<file path="config.mk">
export PLATFORM = sky130hd
export DESIGN_NAME = sample_history_moving_average_core_flat
export DESIGN_NICKNAME = d
export VERILOG_FILES = /design/src/design/shma_pkg.sv /design/src/design/shma_in_if.sv /design/src/design/shma_out_if.sv /design/src/design/shma_ram.sv /design/src/design/shma_div.sv /design/src/design/sample_history_moving_average_core.sv /design/src/flat_wrapper.sv
export VERILOG_INCLUDE_DIRS = /design/src /design/src/design
export SDC_FILE = /design/constraint.sdc
export NUM_CORES = 2
export LEC_CHECK = 0
export ABC_AREA = 1
export BUFFER_PORTS_ARGS = -buffer_cell sky130_fd_sc_hd__buf_2
export CORE_UTILIZATION = 60
export CTS_CLUSTER_DIAMETER = 60
export DETAILED_ROUTE_END_ITERATION = 8
export PLACE_DENSITY = 0.84
export SLEW_MARGIN = 25
export SYNTH_ARGS = -nofsm -noshare
export SYNTH_HDL_FRONTEND = slang
export SYNTH_SLANG_ARGS = --single-unit
</file>
<file path="constraint.sdc">
create_clock -name clk -period 8.5 [get_ports clk]
set_input_delay 0.425 -clock clk [delete_from_list [all_inputs] [get_ports clk]]
set_output_delay 0.425 -clock clk [all_outputs]
set_load 0.05 [all_outputs]
</file>
<file path="src/design/sample_history_moving_average_core_macros.svh">
// Assertion macros shared by the moving average RTL files.
// Each macro expects clk and rst_n in scope at the point of use.
`ifndef SAMPLE_HISTORY_MOVING_AVERAGE_CORE_MACROS_SVH
`define SAMPLE_HISTORY_MOVING_AVERAGE_CORE_MACROS_SVH

// Same-cycle implication, checked out of reset.
`define SHMA_ASSERT_IMP(lbl, ante, cons, msg) \
  lbl: assert property (@(posedge clk) disable iff (!rst_n) (ante) |-> (cons)) else $error(msg);

// Next-cycle implication, checked out of reset.
`define SHMA_ASSERT_NXT(lbl, ante, cons, msg) \
  lbl: assert property (@(posedge clk) disable iff (!rst_n) (ante) |=> (cons)) else $error(msg);

`endif

</file>
<file path="src/design/shma_pkg.sv">
// Package for the sample history moving average block: field widths,
// register map constants and the divider control struct. No dependencies.
`default_nettype none

package shma_pkg;

  localparam int SAMPLE_W       = 16;
  localparam int AGE_W          = 6;
  localparam int WS_W           = 7;
  localparam int DIFF_W         = 17;
  localparam int DEF_MAX_WINDOW = 64;

  localparam logic [WS_W-1:0] WS_RESET = 7'd16;

  // APB register map: one register at byte address 0
  localparam int CFG_ADDR_W = 3;
  localparam int CFG_DATA_W = 32;
  localparam logic [CFG_ADDR_W-3:0] REG_WINDOW_SIZE = '0;

  typedef logic signed [SAMPLE_W-1:0] sample_t;

  typedef struct packed {
    logic            start;
    logic [WS_W-1:0] divisor;
  } div_ctl_t;

endpackage

`default_nettype wire

</file>
<file path="src/design/shma_in_if.sv">
// Input channel of the moving average block: valid/ready plus one sample
// and its read-back age. Depends on shma_pkg.
`default_nettype none

interface shma_in_if;
  import shma_pkg::*;

  logic               valid;
  logic               ready;
  sample_t            sample;
  logic [AGE_W-1:0]   lookback_age;

  modport source (output valid, output sample, output lookback_age, input ready);
  modport sink (input valid, input sample, input lookback_age, output ready);
endinterface

`default_nettype wire

</file>
<file path="src/design/shma_out_if.sv">
// Result channel of the moving average block: valid/ready plus mean,
// window difference and aged sample. Depends on shma_pkg.
`default_nettype none

interface shma_out_if;
  import shma_pkg::*;

  logic                      valid;
  logic                      ready;
  sample_t                   window_mean;
  logic signed [DIFF_W-1:0]  latest_minus_oldest;
  sample_t                   aged_sample;

  modport source (output valid, output window_mean, output latest_minus_oldest,
                  output aged_sample, input ready);
  modport sink (input valid, input window_mean, input latest_minus_oldest,
                input aged_sample, output ready);
endinterface

`default_nettype wire

</file>
<file path="src/design/shma_ram.sv">
// Generic single-write, single-read RAM with registered read data.
// No package dependency.
`default_nettype none

module shma_ram #(
  parameter int WIDTH  = 16,
  parameter int DEPTH  = 64,
  parameter int ADDR_W = $clog2(DEPTH)
) (
  input  wire logic              clk,
  input  wire logic              wr_en,
  input  wire logic [ADDR_W-1:0] wr_addr,
  input  wire logic [WIDTH-1:0]  wr_data,
  input  wire logic              rd_en,
  input  wire logic [ADDR_W-1:0] rd_addr,
  output logic      [WIDTH-1:0]  rd_data
);

  logic [WIDTH-1:0] mem_r [DEPTH];
  logic [WIDTH-1:0] rd_data_r;

  always_ff @(posedge clk) begin
    if (wr_en) begin
      mem_r[wr_addr] <= wr_data;
    end
    if (rd_en) begin
      rd_data_r <= mem_r[rd_addr];
    end
  end

  assign rd_data = rd_data_r;

endmodule

`default_nettype wire

</file>
<file path="src/design/shma_div.sv">
// Iterative signed-by-unsigned divider, one quotient bit per cycle,
// truncating toward zero. Depends on shma_pkg and the assertion macros.
`default_nettype none
`include "sample_history_moving_average_core_macros.svh"

module shma_div #(
  parameter int SUM_W = 22
) (
  input  wire logic                    clk,
  input  wire logic                    rst_n,
  input  wire shma_pkg::div_ctl_t      ctl,
  input  wire logic signed [SUM_W-1:0] dividend,
  output logic                         done,
  output shma_pkg::sample_t            quotient
);
  import shma_pkg::*;

  localparam int CNT_W = $clog2(SUM_W);

  logic             busy_r, busy_nxt;
  logic             done_r, done_nxt;
  logic [CNT_W-1:0] cnt_r, cnt_nxt;
  logic [SUM_W-1:0] mag_r, mag_nxt;
  logic [WS_W:0]    rem_r, rem_nxt;
  logic [WS_W-1:0]  div_r, div_nxt;
  logic             neg_r, neg_nxt;

  logic [WS_W:0]    rem_sh;
  logic             ge;
  logic [SUM_W-1:0] q_signed;

  assign rem_sh = {rem_r[WS_W-1:0], mag_r[SUM_W-1]};
  assign ge     = rem_sh >= {1'b0, div_r};

  always_comb begin
    busy_nxt = busy_r;
    done_nxt = 1'b0;
    cnt_nxt  = cnt_r;
    mag_nxt  = mag_r;
    rem_nxt  = rem_r;
    div_nxt  = div_r;
    neg_nxt  = neg_r;
    if (ctl.start) begin
      busy_nxt = 1'b1;
      cnt_nxt  = '0;
      neg_nxt  = dividend[SUM_W-1];
      mag_nxt  = dividend[SUM_W-1] ? (~dividend + 1'b1) : dividend;
      rem_nxt  = '0;
      div_nxt  = ctl.divisor;
    end else if (busy_r) begin
      // shift in one dividend bit, subtract when it fits
      rem_nxt = ge ? (rem_sh - {1'b0, div_r}) : rem_sh;
      mag_nxt = {mag_r[SUM_W-2:0], ge};
      cnt_nxt = cnt_r + 1'b1;
      if (cnt_r == CNT_W'(SUM_W - 1)) begin
        busy_nxt = 1'b0;
        done_nxt = 1'b1;
      end
    end
  end

  always_ff @(posedge clk) begin
    if (!rst_n) begin
      busy_r <= 1'b0;
      done_r <= 1'b0;
      cnt_r  <= '0;
    end else begin
      busy_r <= busy_nxt;
      done_r <= done_nxt;
      cnt_r  <= cnt_nxt;
    end
  end

  always_ff @(posedge clk) begin
    mag_r <= mag_nxt;
    rem_r <= rem_nxt;
    div_r <= div_nxt;
    neg_r <= neg_nxt;
  end

  assign q_signed = neg_r ? (~mag_r + 1'b1) : mag_r;
  assign quotient = q_signed[SAMPLE_W-1:0];
  assign done     = done_r;

  `SHMA_ASSERT_IMP(a_start_idle, ctl.start, !busy_r, "divider started while busy")
  `SHMA_ASSERT_NXT(a_done_pulse, done_r, !done_r && !busy_r, "done not a single pulse")
  `SHMA_ASSERT_IMP(a_cnt_range, busy_r, cnt_r <= CNT_W'(SUM_W - 1), "iteration count overrun")

endmodule

`default_nettype wire

</file>
<file path="src/design/sample_history_moving_average_core.sv">
// Top level of the sample history moving average block: APB register,
// sequencer, ring RAM and divider. Depends on shma_pkg, the channel
// interfaces, shma_ram, shma_div and the assertion macros.
//
//  channel  | direction | handshake        | payload
//  ---------+-----------+------------------+-----------------------------------------
//  in_if    | sink      | valid/ready      | sample, lookback_age
//  out_if   | source    | valid/ready      | window_mean, latest_minus_oldest, aged_sample
//  APB      | slave     | psel/penable     | window_size at byte address 0
//
// After the in transfer each item reads the old, oldest and aged entries from the RAM,
// then waits on the bit-serial divider for the mean, one bit per cycle.
// Reset and each window_size write clear the history at once through a fill count.
// The result holds in its output register until the out transfer; in_if.ready stays low
// from the in transfer until then.
`default_nettype none
`include "sample_history_moving_average_core_macros.svh"

module sample_history_moving_average_core #(
  parameter int MAX_WINDOW = shma_pkg::DEF_MAX_WINDOW
) (
  input  wire logic                            clk,
  input  wire logic                            rst_n,
  input  wire logic                            psel,
  input  wire logic                            penable,
  input  wire logic                            pwrite,
  input  wire logic [shma_pkg::CFG_ADDR_W-1:0] paddr,
  input  wire logic [shma_pkg::CFG_DATA_W-1:0] pwdata,
  output logic      [shma_pkg::CFG_DATA_W-1:0] prdata,
  output logic                                 pready,
  shma_in_if.sink                              in_if,
  shma_out_if.source                           out_if
);
  import shma_pkg::*;

  localparam int POS_W = $clog2(MAX_WINDOW);
  localparam int SUM_W = SAMPLE_W + $clog2(MAX_WINDOW);
  localparam int IDX_W = ((POS_W > WS_W) ? POS_W : WS_W) + 1;

  localparam logic [2:0] S_IDLE      = 3'd0;
  localparam logic [2:0] S_RD_OLD    = 3'd1;
  localparam logic [2:0] S_UPD       = 3'd2;
  localparam logic [2:0] S_RD_OLDEST = 3'd3;
  localparam logic [2:0] S_RD_AGED   = 3'd4;
  localparam logic [2:0] S_WAIT      = 3'd5;
  localparam logic [2:0] S_OUT       = 3'd6;

  logic [2:0]               state_r, state_nxt;
  logic [WS_W-1:0]          ws_r, ws_nxt;
  logic [POS_W-1:0]         latest_r, latest_nxt;
  logic [WS_W-1:0]          fill_r, fill_nxt;
  logic signed [SUM_W-1:0]  sum_r, sum_nxt;
  sample_t                  sample_r, sample_nxt;
  logic [POS_W-1:0]         pos_r, pos_nxt;
  logic [POS_W-1:0]         oldest_r, oldest_nxt;
  logic [POS_W-1:0]         aged_idx_r, aged_idx_nxt;
  logic signed [DIFF_W-1:0] diff_r, diff_nxt;
  sample_t                  aged_r, aged_nxt;
  sample_t                  mean_r, mean_nxt;

  logic [WS_W-1:0]  n_eff;
  logic [IDX_W-1:0] n_ext, pos_inc, pos_calc, oldest_inc, oldest_calc;
  logic [IDX_W-1:0] age_ext, age_sat, aged_calc;

  logic             cfg_wr;
  logic             in_fire;
  logic             ram_wr_en, ram_rd_en;
  logic [POS_W-1:0] ram_rd_addr;
  sample_t          ram_rd_data;
  sample_t          ram_val;
  div_ctl_t         div_ctl;
  logic             div_done;
  sample_t          div_q;

  // An entry never written since the last clear reads as zero. Writes run
  // 1, 2, .., n-1, 0 after a clear, so the fill count tells which are live.
  function automatic logic entry_valid(input logic [POS_W-1:0] idx,
                                       input logic [WS_W-1:0]  fill,
                                       input logic [WS_W-1:0]  n);
    logic ok;
    if (idx == '0) begin
      ok = (fill == n);
    end else begin
      ok = (IDX_W'(idx) <= IDX_W'(fill));
    end
    return ok;
  endfunction

  assign n_eff = (ws_r == '0) ? WS_W'(1) :
                 ((int'(ws_r) > MAX_WINDOW) ? WS_W'(MAX_WINDOW) : ws_r);

  // Ring indexes for the next item
  assign n_ext       = IDX_W'(n_eff);
  assign pos_inc     = IDX_W'(latest_r) + 1'b1;
  assign pos_calc    = (pos_inc == n_ext) ? '0 : pos_inc;
  assign oldest_inc  = pos_calc + 1'b1;
  assign oldest_calc = (oldest_inc == n_ext) ? '0 : oldest_inc;
  assign age_ext     = IDX_W'(in_if.lookback_age);
  assign age_sat     = (age_ext > n_ext - 1'b1) ? (n_ext - 1'b1) : age_ext;
  assign aged_calc   = (pos_calc >= age_sat) ? (pos_calc - age_sat)
                                             : (pos_calc + n_ext - age_sat);

  assign pready  = 1'b1;
  assign cfg_wr  = psel && penable && pwrite && pready &&
                   (paddr[CFG_ADDR_W-1:2] == REG_WINDOW_SIZE);
  assign prdata  = (paddr[CFG_ADDR_W-1:2] == REG_WINDOW_SIZE) ? CFG_DATA_W'(ws_r) : '0;

  assign in_if.ready = (state_r == S_IDLE);
  assign in_fire     = in_if.valid && in_if.ready;

  always_comb begin
    state_nxt    = state_r;
    ws_nxt       = ws_r;
    latest_nxt   = latest_r;
    fill_nxt     = fill_r;
    sum_nxt      = sum_r;
    sample_nxt   = sample_r;
    pos_nxt      = pos_r;
    oldest_nxt   = oldest_r;
    aged_idx_nxt = aged_idx_r;
    diff_nxt     = diff_r;
    aged_nxt     = aged_r;
    mean_nxt     = mean_r;
    ram_wr_en    = 1'b0;
    ram_rd_en    = 1'b0;
    ram_rd_addr  = pos_r;
    ram_val      = '0;
    div_ctl.start   = 1'b0;
    div_ctl.divisor = n_eff;

    unique case (state_r)
      S_IDLE: begin
        if (in_fire) begin
          sample_nxt   = in_if.sample;
          pos_nxt      = pos_calc[POS_W-1:0];
          oldest_nxt   = oldest_calc[POS_W-1:0];
          aged_idx_nxt = aged_calc[POS_W-1:0];
          state_nxt    = S_RD_OLD;
        end
      end
      S_RD_OLD: begin
        ram_rd_en   = 1'b1;
        ram_rd_addr = pos_r;
        state_nxt   = S_UPD;
      end
      S_UPD: begin
        // replace the entry at pos and launch the mean
        ram_val       = entry_valid(pos_r, fill_r, n_eff) ? ram_rd_data : '0;
        sum_nxt       = sum_r + SUM_W'(sample_r) - SUM_W'(ram_val);
        ram_wr_en     = 1'b1;
        latest_nxt    = pos_r;
        fill_nxt      = (fill_r == n_eff) ? fill_r : (fill_r + 1'b1);
        div_ctl.start = 1'b1;
        ram_rd_en     = 1'b1;
        ram_rd_addr   = oldest_r;
        state_nxt     = S_RD_OLDEST;
      end
      S_RD_OLDEST: begin
        // a window of one reads back the entry just written
        if (oldest_r == pos_r) begin
          ram_val = sample_r;
        end else begin
          ram_val = entry_valid(oldest_r, fill_r, n_eff) ? ram_rd_data : '0;
        end
        diff_nxt    = DIFF_W'(sample_r) - DIFF_W'(ram_val);
        ram_rd_en   = 1'b1;
        ram_rd_addr = aged_idx_r;
        state_nxt   = S_RD_AGED;
      end
      S_RD_AGED: begin
        aged_nxt  = entry_valid(aged_idx_r, fill_r, n_eff) ? ram_rd_data : '0;
        state_nxt = S_WAIT;
      end
      S_WAIT: begin
        if (div_done) begin
          mean_nxt  = div_q;
          state_nxt = S_OUT;
        end
      end
      S_OUT: begin
        if (out_if.ready) begin
          state_nxt = S_IDLE;
        end
      end
      default: begin
        state_nxt = S_IDLE;
      end
    endcase

    // a window_size write restarts the history
    if (cfg_wr) begin
      ws_nxt     = pwdata[WS_W-1:0];
      latest_nxt = '0;
      fill_nxt   = '0;
      sum_nxt    = '0;
    end
  end

  always_ff @(posedge clk) begin
    if (!rst_n) begin
      state_r  <= S_IDLE;
      ws_r     <= WS_RESET;
      latest_r <= '0;
      fill_r   <= '0;
      sum_r    <= '0;
    end else begin
      state_r  <= state_nxt;
      ws_r     <= ws_nxt;
      latest_r <= latest_nxt;
      fill_r   <= fill_nxt;
      sum_r    <= sum_nxt;
    end
  end

  always_ff @(posedge clk) begin
    sample_r   <= sample_nxt;
    pos_r      <= pos_nxt;
    oldest_r   <= oldest_nxt;
    aged_idx_r <= aged_idx_nxt;
    diff_r     <= diff_nxt;
    aged_r     <= aged_nxt;
    mean_r     <= mean_nxt;
  end

  shma_ram #(
    .WIDTH (SAMPLE_W),
    .DEPTH (MAX_WINDOW)
  ) u_ring (
    .clk     (clk),
    .wr_en   (ram_wr_en),
    .wr_addr (pos_r),
    .wr_data (sample_r),
    .rd_en   (ram_rd_en),
    .rd_addr (ram_rd_addr),
    .rd_data (ram_rd_data)
  );

  shma_div #(
    .SUM_W (SUM_W)
  ) u_div (
    .clk      (clk),
    .rst_n    (rst_n),
    .ctl      (div_ctl),
    .dividend (sum_nxt),
    .done     (div_done),
    .quotient (div_q)
  );

  assign out_if.valid               = (state_r == S_OUT);
  assign out_if.window_mean         = mean_r;
  assign out_if.latest_minus_oldest = diff_r;
  assign out_if.aged_sample         = aged_r;

  `SHMA_ASSERT_IMP(a_no_overlap, out_if.valid, !in_if.ready, "input taken while result pending")
  `SHMA_ASSERT_IMP(a_fill_bound, 1'b1, fill_r <= n_eff, "fill count beyond window")
  `SHMA_ASSERT_IMP(a_latest_bound, 1'b1, IDX_W'(latest_r) < n_ext, "latest position outside window")
  `SHMA_ASSERT_IMP(a_div_done_wait, div_done, state_r == S_WAIT, "divider finished out of sequence")
  `SHMA_ASSERT_NXT(a_fire_read, in_fire, state_r == S_RD_OLD, "transfer did not start ring read")

endmodule

`default_nettype wire
</file>
<file path="src/flat_wrapper.sv">
// flat-port wrapper written by rule: the top's interface ports become plain ports
module sample_history_moving_average_core_flat import shma_pkg::*;
#(
  parameter int MAX_WINDOW = shma_pkg::DEF_MAX_WINDOW
)
  (clk, rst_n, psel, penable, pwrite, paddr, pwdata, prdata, pready, in_if_valid, in_if_sample, in_if_lookback_age, in_if_ready, out_if_valid, out_if_window_mean, out_if_latest_minus_oldest, out_if_aged_sample, out_if_ready);
  shma_in_if in_if_i ();
  shma_out_if out_if_i ();
  input  wire logic clk;
  input  wire logic rst_n;
  input  wire logic psel;
  input  wire logic penable;
  input  wire logic pwrite;
  input  wire logic [shma_pkg::CFG_ADDR_W-1:0] paddr;
  input  wire logic [shma_pkg::CFG_DATA_W-1:0] pwdata;
  output logic      [shma_pkg::CFG_DATA_W-1:0] prdata;
  output logic pready;
  input wire logic [$bits(in_if_i.valid)-1:0] in_if_valid;
  input wire logic [$bits(in_if_i.sample)-1:0] in_if_sample;
  input wire logic [$bits(in_if_i.lookback_age)-1:0] in_if_lookback_age;
  output wire logic [$bits(in_if_i.ready)-1:0] in_if_ready;
  output wire logic [$bits(out_if_i.valid)-1:0] out_if_valid;
  output wire logic [$bits(out_if_i.window_mean)-1:0] out_if_window_mean;
  output wire logic [$bits(out_if_i.latest_minus_oldest)-1:0] out_if_latest_minus_oldest;
  output wire logic [$bits(out_if_i.aged_sample)-1:0] out_if_aged_sample;
  input wire logic [$bits(out_if_i.ready)-1:0] out_if_ready;
  assign in_if_i.valid = in_if_valid;
  assign in_if_i.sample = in_if_sample;
  assign in_if_i.lookback_age = in_if_lookback_age;
  assign in_if_ready = in_if_i.ready;
  assign out_if_valid = out_if_i.valid;
  assign out_if_window_mean = out_if_i.window_mean;
  assign out_if_latest_minus_oldest = out_if_i.latest_minus_oldest;
  assign out_if_aged_sample = out_if_i.aged_sample;
  assign out_if_i.ready = out_if_ready;
  sample_history_moving_average_core #(.MAX_WINDOW(MAX_WINDOW)) u_core (.clk(clk), .rst_n(rst_n), .psel(psel), .penable(penable), .pwrite(pwrite), .paddr(paddr), .pwdata(pwdata), .prdata(prdata), .pready(pready), .in_if(in_if_i), .out_if(out_if_i));
endmodule
</file>
Word-level counts from Yosys, hierarchy flattened. Memory sizes are Yosys's and may differ from the RTL's. A register that Yosys moved wholly into a read port is not among the register bits. Cells that the tools add are included.

Register bits after elaboration: 172. Bits in latches: 0. Bits in writable memories: 1024. Bits in read-only memories: 0. Input port bits: 64. Output and inout bits: 84. Word-level logic and storage cells: 116. Memories kept: 1.

Add/subtract/negate cells: 14. Multiply operators: 0. Div/mod/pow operators: 0. Order comparisons: 7. Equal/unequal tests: 14. Shift operators: 0. Muxes and demuxes: 37. Bitwise operators: 6. Reductions and logical operators: 18.

Memories: u_core.u_ring.mem_r (words 64, width 16, read ports 1, clocked after memory_dff 1, write ports 1, line shma_ram.sv:19) `logic [WIDTH-1:0] mem_r [DEPTH];`.

Operator list (count): 22-bit 2-to-1 mux (5); 16-bit 2-to-1 mux (5); 7-bit 2-to-1 mux (5); 22-bit by 1-bit adder with 22-bit output, second input constant (1); 22-bit by 16-bit adder with 22-bit output (1); 22-bit NOT (1); 22-bit by 16-bit subtractor with 22-bit output (1); 6-bit by 7-bit <= comparator with 1-bit output (3); 3-bit one-hot mux with 7 select lines (1); 6-bit zero test (3); 16-bit by 16-bit subtractor with 17-bit output (1); 16-bit by 1-bit adder with 16-bit output, second input constant (1); 16-bit NOT (1); 1-bit 2-to-1 mux (15); 7-bit == test (2); 6-bit one-hot mux with 2 select lines (1); 6-bit subtractor (2); 3-bit == test, second input constant (3); 3-bit 2-to-1 mux (3); 8-bit by 1-bit adder with 8-bit output, second input constant (1); 8-bit by 7-bit == test with 1-bit output (1); 8-bit by 7-bit >= comparator with 1-bit output (1); 8-bit >= comparator (1); 6-bit by 8-bit greater-than comparator with 1-bit output (1); 24 further kinds (36).

Logic depth before layout (Yosys ltp).
Depth after elaboration: 14. Depth in mapped cells: 35. Gate-level depth less buffers: 35.

Modules after synthesis. Synthesis repeated with hierarchy kept, for this count alone.

Cell total of the unflattened synthesis: 5191. Area total of the unflattened synthesis: 55211.7 sq um.

Modules (own cells, without submodules): shma_ram (times used 1, cells each 3517, area an instance 42259.3 sq um, seq. area each 31230.0 sq um); sample_history_moving_average_core (times used 1, cells each 1234, area an instance 9826.9 sq um, seq. area each 3393.3 sq um); shma_div (times used 1, cells each 440, area an instance 3125.5 sq um, seq. area each 1181.1 sq um).

Least setup slack after synthesis. OpenSTA, ideal clock, no wires.

Path type: flip-flop to flip-flop. Start point: register u_core.ws_r[2]. End point: register u_core.aged_idx_r[5], data pin. Setup time: 0.260 ns. Data arrival time: 4.390 ns. Required time: 8.240 ns. Setup slack: 3.851 ns. Cell stages (with the launch flop): 28. Path buffers: 1. Period minus slack after synthesis: 4.649 ns. Path through: dfxtp_1 > nor2_1 > nand3_1 > nand2_2 > nand2_1 > nand2_1 > inv_1 > ha_1 > xor2_1 > ha_1 > nand2_1 > o21a_1 > nor2_1 > a211o_1 > o311ai_0 > a21oi_1 > clkbuf_1 > nand2_1 > o21ai_0 > fa_1 > ha_1 > a21oi_1 > nor2_1 > nor2_1 > o21ai_0 > a21oi_1 > xnor2_1 > mux2_2.

RTL lines: start: declaration (line sample_history_moving_average_core.sv:49) `logic [WS_W-1:0] ws_r, ws_nxt;`; start signal: assignment (line sample_history_moving_average_core.sv:208) `ws_r <= ws_nxt;`; end signal: assignment (line sample_history_moving_average_core.sv:219) `aged_idx_r <= aged_idx_nxt;`; end: declaration (line sample_history_moving_average_core.sv:56) `logic [POS_W-1:0] aged_idx_r, aged_idx_nxt;`.

==> results.md <==
- Setup slack at placement: 2.74 ns
- Tot Pwr: 14.9 mW
- Top FF cell, synth: edfxtp_1
- Arrival @ worst endpoint: 6.33 ns
- Number of gates resized after cts: 0
- DRC: 1
- Clock transition at the registers of the reported paths: 0.06 ns
- Slew @ Worst Pin: 1.11 ns
- R2r setup slk: 2.62 ns
- Per-cell routed wire length: 20.9 um
- Initial Util: 0.610
- Nets: 5252
- P&R area growth vs syn: 9.82%
- CTS tree: built
- Psw: 4.42 mW
- Final wirelength: 132 mm
- Post-Layout Inst Area: 60700 um^2
- Worst skew pair latency: 0.72 ns
- EDFF count, synth: 1153
- Cell count after synthesis: 4995
- Antenna viol nets, final: 0
- Status: finished, violations left
- Synth area leaders: edfxtp_1 63%, o211ai_1 7.0%, nand2_1 5.6%
- Clock power share: 0.338
- IO buf count: 94
- Skew final: 0.0286 ns
- Drt pass-1 iters: 8
- DIE AREA: 93400 um^2
- Yosys warning count: 0
- # rows: 110
- Longest Clk Path Bufs: 3
- RSZ-0062 raised after global routing: no
- Violated checks: DRC
- Total grt overflow: 0
- Clk root buf: clkbuf_16
- Dpl hpwl: 77.4 mm
- Logic gate share of total power: 0.201
- Fin util: 0.670
- FFs w/ async S/R, synth: 0
- Initial drt markers: 4844
- Seq/Total Area, Yosys: 0.647
- Top cell type by total area after synthesis: edfxtp_1
- Core box area: 90700 um^2
- Fin Setup TNS: 0 ns
- Vias per inst: 5.97
- First-pass GRT wire length: 201 mm
- Worst setup margin: 2.62 ns
- Worst Reg-to-Reg Cells: 23
- CP endpoint kind: flip-flop
- Vias in the first global route: 36000
- Max-cap check violation count: 0
- Largest net degree at the start of global routing: 258
- Tmin final: 5.88 ns
- Hold Worst Slack: 0.0262 ns
- Initial antenna violation count: 0
- Power per cell area: 245 nW/um^2
- Peak supply drop: 0.209 mV
- Rel. slew slack: 0.260
- RR Startpoint: u_core.ws_r[6]$_SDFFE_PN0P_
- Inst Count DP: 6106
- Post-CTS Setup Bufs: 0
- DP Area: 56800 um^2
- Design internal power: 10.4 mW
- Post-synthesis cell area: 55300 um^2
- Clock sink count: 1212
- Fin. Hold Viols: 0
- HP Class: input pin to flip-flop
- GPL Wtd Cong: 0.993
- Layout cell share with drive strength beyond 1: 0.0803
- CP Class: flip-flop to flip-flop
- Netlist cell types: 61
- Area share of the largest cell type after synthesis: 0.626
- Vert. Die Dim: 306 um
- Post-route clock period utilization: 0.692
- Worst Hold End: u_core.ws_r[5]$_SDFFE_PN0P_
- Die width: 306 um
- Fmax: 170 MHz
- # IOs: 148
- Mean post-synth cell area: 11.1 um^2
- GRT Util Overall: 0.281
- Synth Register Bits: 1212
- Leak: 22.7 nW
- Switch share: 0.297
- Most common cell in the netlist: edfxtp_1
- Synth cell count leaders: 1153 x edfxtp_1, 820 x nand2_1, 782 x inv_1
- CTS buffer count: 118
- Post-CTS Hold Buffers: 18
- Max-slew violation count: 0
- Flop pwr share: 0.461
- Crit start category: flip-flop
- Antenna Diode Count: 0
- Final instance count without filler cells: 6342
- Hold Startpoint: pwdata[5]
- Via count: 37900
- Worst-path maximum fanout: 12
- # setup viols final: 0
- Critical Path RT: 8.95 ns
- Worst Hold Path Cells: 3
- H-tree levels: 3
- Critical R2R Capture: u_core.aged_idx_r[5]$_DFFE_PP_
[cell families (layout without fill, tap and decap cells)]
kind of cell | Yosys count | in the layout | share of synthesized area
simple gates | 1476 | 1476 | 0.112
flops | 1212 | 1212 | 0.647
buf+inv | 1075 | 1221 | 0.0788
compound gates | 1049 | 1049 | 0.121
fa+ha+maj | 120 | 120 | 0.0311
xor+xnor | 60 | 60 | 0.00950
other cells | 2 | 27 | 0.000136
mux | 1 | 1 | 0.000204
[registers in the layout, summed over array words and instances, names as in the netlist, 7 cells and up]
signal and count:
u_core.fill_r 7, u_core.out_if.aged_sample 16, u_core.out_if.latest_minus_oldest 17, u_core.out_if.window_mean 16
u_core.sample_r 16, u_core.sum_r 22, u_core.u_div.div_r 7, u_core.u_div.mag_r 22
u_core.u_div.rem_r 7, u_core.u_ring.mem_r 1024, u_core.u_ring.rd_data 16, u_core.ws_r 7
[worst max-delay path, stage by stage (launching register included)]
cell and delay [ns]:
dfxtp_1 0.58, inv_2 0.14, nand4_1 0.16, nand2_1 0.14, inv_1 0.27, ha_1 0.27, nand3_1 0.15, xor2_1 0.19
ha_1 0.31, nand2_1 0.06, nor2_1 0.12, a211o_1 0.11, o311ai_0 0.13, a21oi_1 0.63, o21ai_0 0.27, ha_1 0.25
inv_1 0.09, fa_1 0.22, nand3_1 0.13, a31o_2 0.27, nand2_1 0.06, a21oi_1 0.05, o21bai_1 0.62, mux2_2 0.41
[final cells by class]
type	instances	area [um^2]
Tap cell	1176	1470
Inverter	793	2980
Clock buffer	148	3090
Fill cell	6099	30000
Sequential cell	1212	35800
Clock inverter	70	623
Timing Repair Buffer	210	1450
Multi-Input combinational cell	2733	15300
[layout by cell type (no fill, tap or decap), types with 40 or more instances in the layout]
master	netlist	final
buf_2	116	94
dfxtp_1	59	59
inv_1	782	781
nand2_1	820	819
ha_1	91	91
xor2_1	40	40
edfxtp_1	1153	1153
a21oi_1	113	113
buf_4	39	93
nor2_1	233	222
clkbuf_16	0	118
o21ai_0	361	361
nand3_1	352	351
o211ai_1	516	516
[metal layers]
layer	wire length (um)	GRT usage	vias up
met5	0	0	-
met4	5900	0.129	0
met3	14200	0.0558	314
met2	62900	0.462	2006
met1	49400	0.361	18000
li1	-	-	17500
[power by group through the flow]
stage,Combinational (mW),Sequential [mW],Clock (mW)
floorplan,2.02,7.00,0
global placement,2.79,6.96,0
detailed placement,2.89,6.96,0
CTS,2.93,6.84,5.05
global route,3.29,6.85,5.29
finish,2.99,6.84,5.02
[worst max-delay path by stage]
stage | from | endpoint | cells past startpoint
finish | u_core.ws_r[6]$_SDFFE_PN0P_ | u_core.aged_idx_r[5]$_DFFE_PP_ | 23
global placement | u_core.ws_r[6]$_SDFFE_PN0P_ | u_core.aged_idx_r[5]$_DFFE_PP_ | 23
floorplan | u_core.ws_r[2]$_SDFFE_PN0P_ | u_core.aged_idx_r[5]$_DFFE_PP_ | 27
global route | u_core.ws_r[6]$_SDFFE_PN0P_ | u_core.aged_idx_r[5]$_DFFE_PP_ | 23
detailed placement | u_core.ws_r[6]$_SDFFE_PN0P_ | u_core.aged_idx_r[5]$_DFFE_PP_ | 23
CTS | u_core.ws_r[6]$_SDFFE_PN0P_ | u_core.aged_idx_r[5]$_DFFE_PP_ | 23
(Power assumes the default switching activity.)
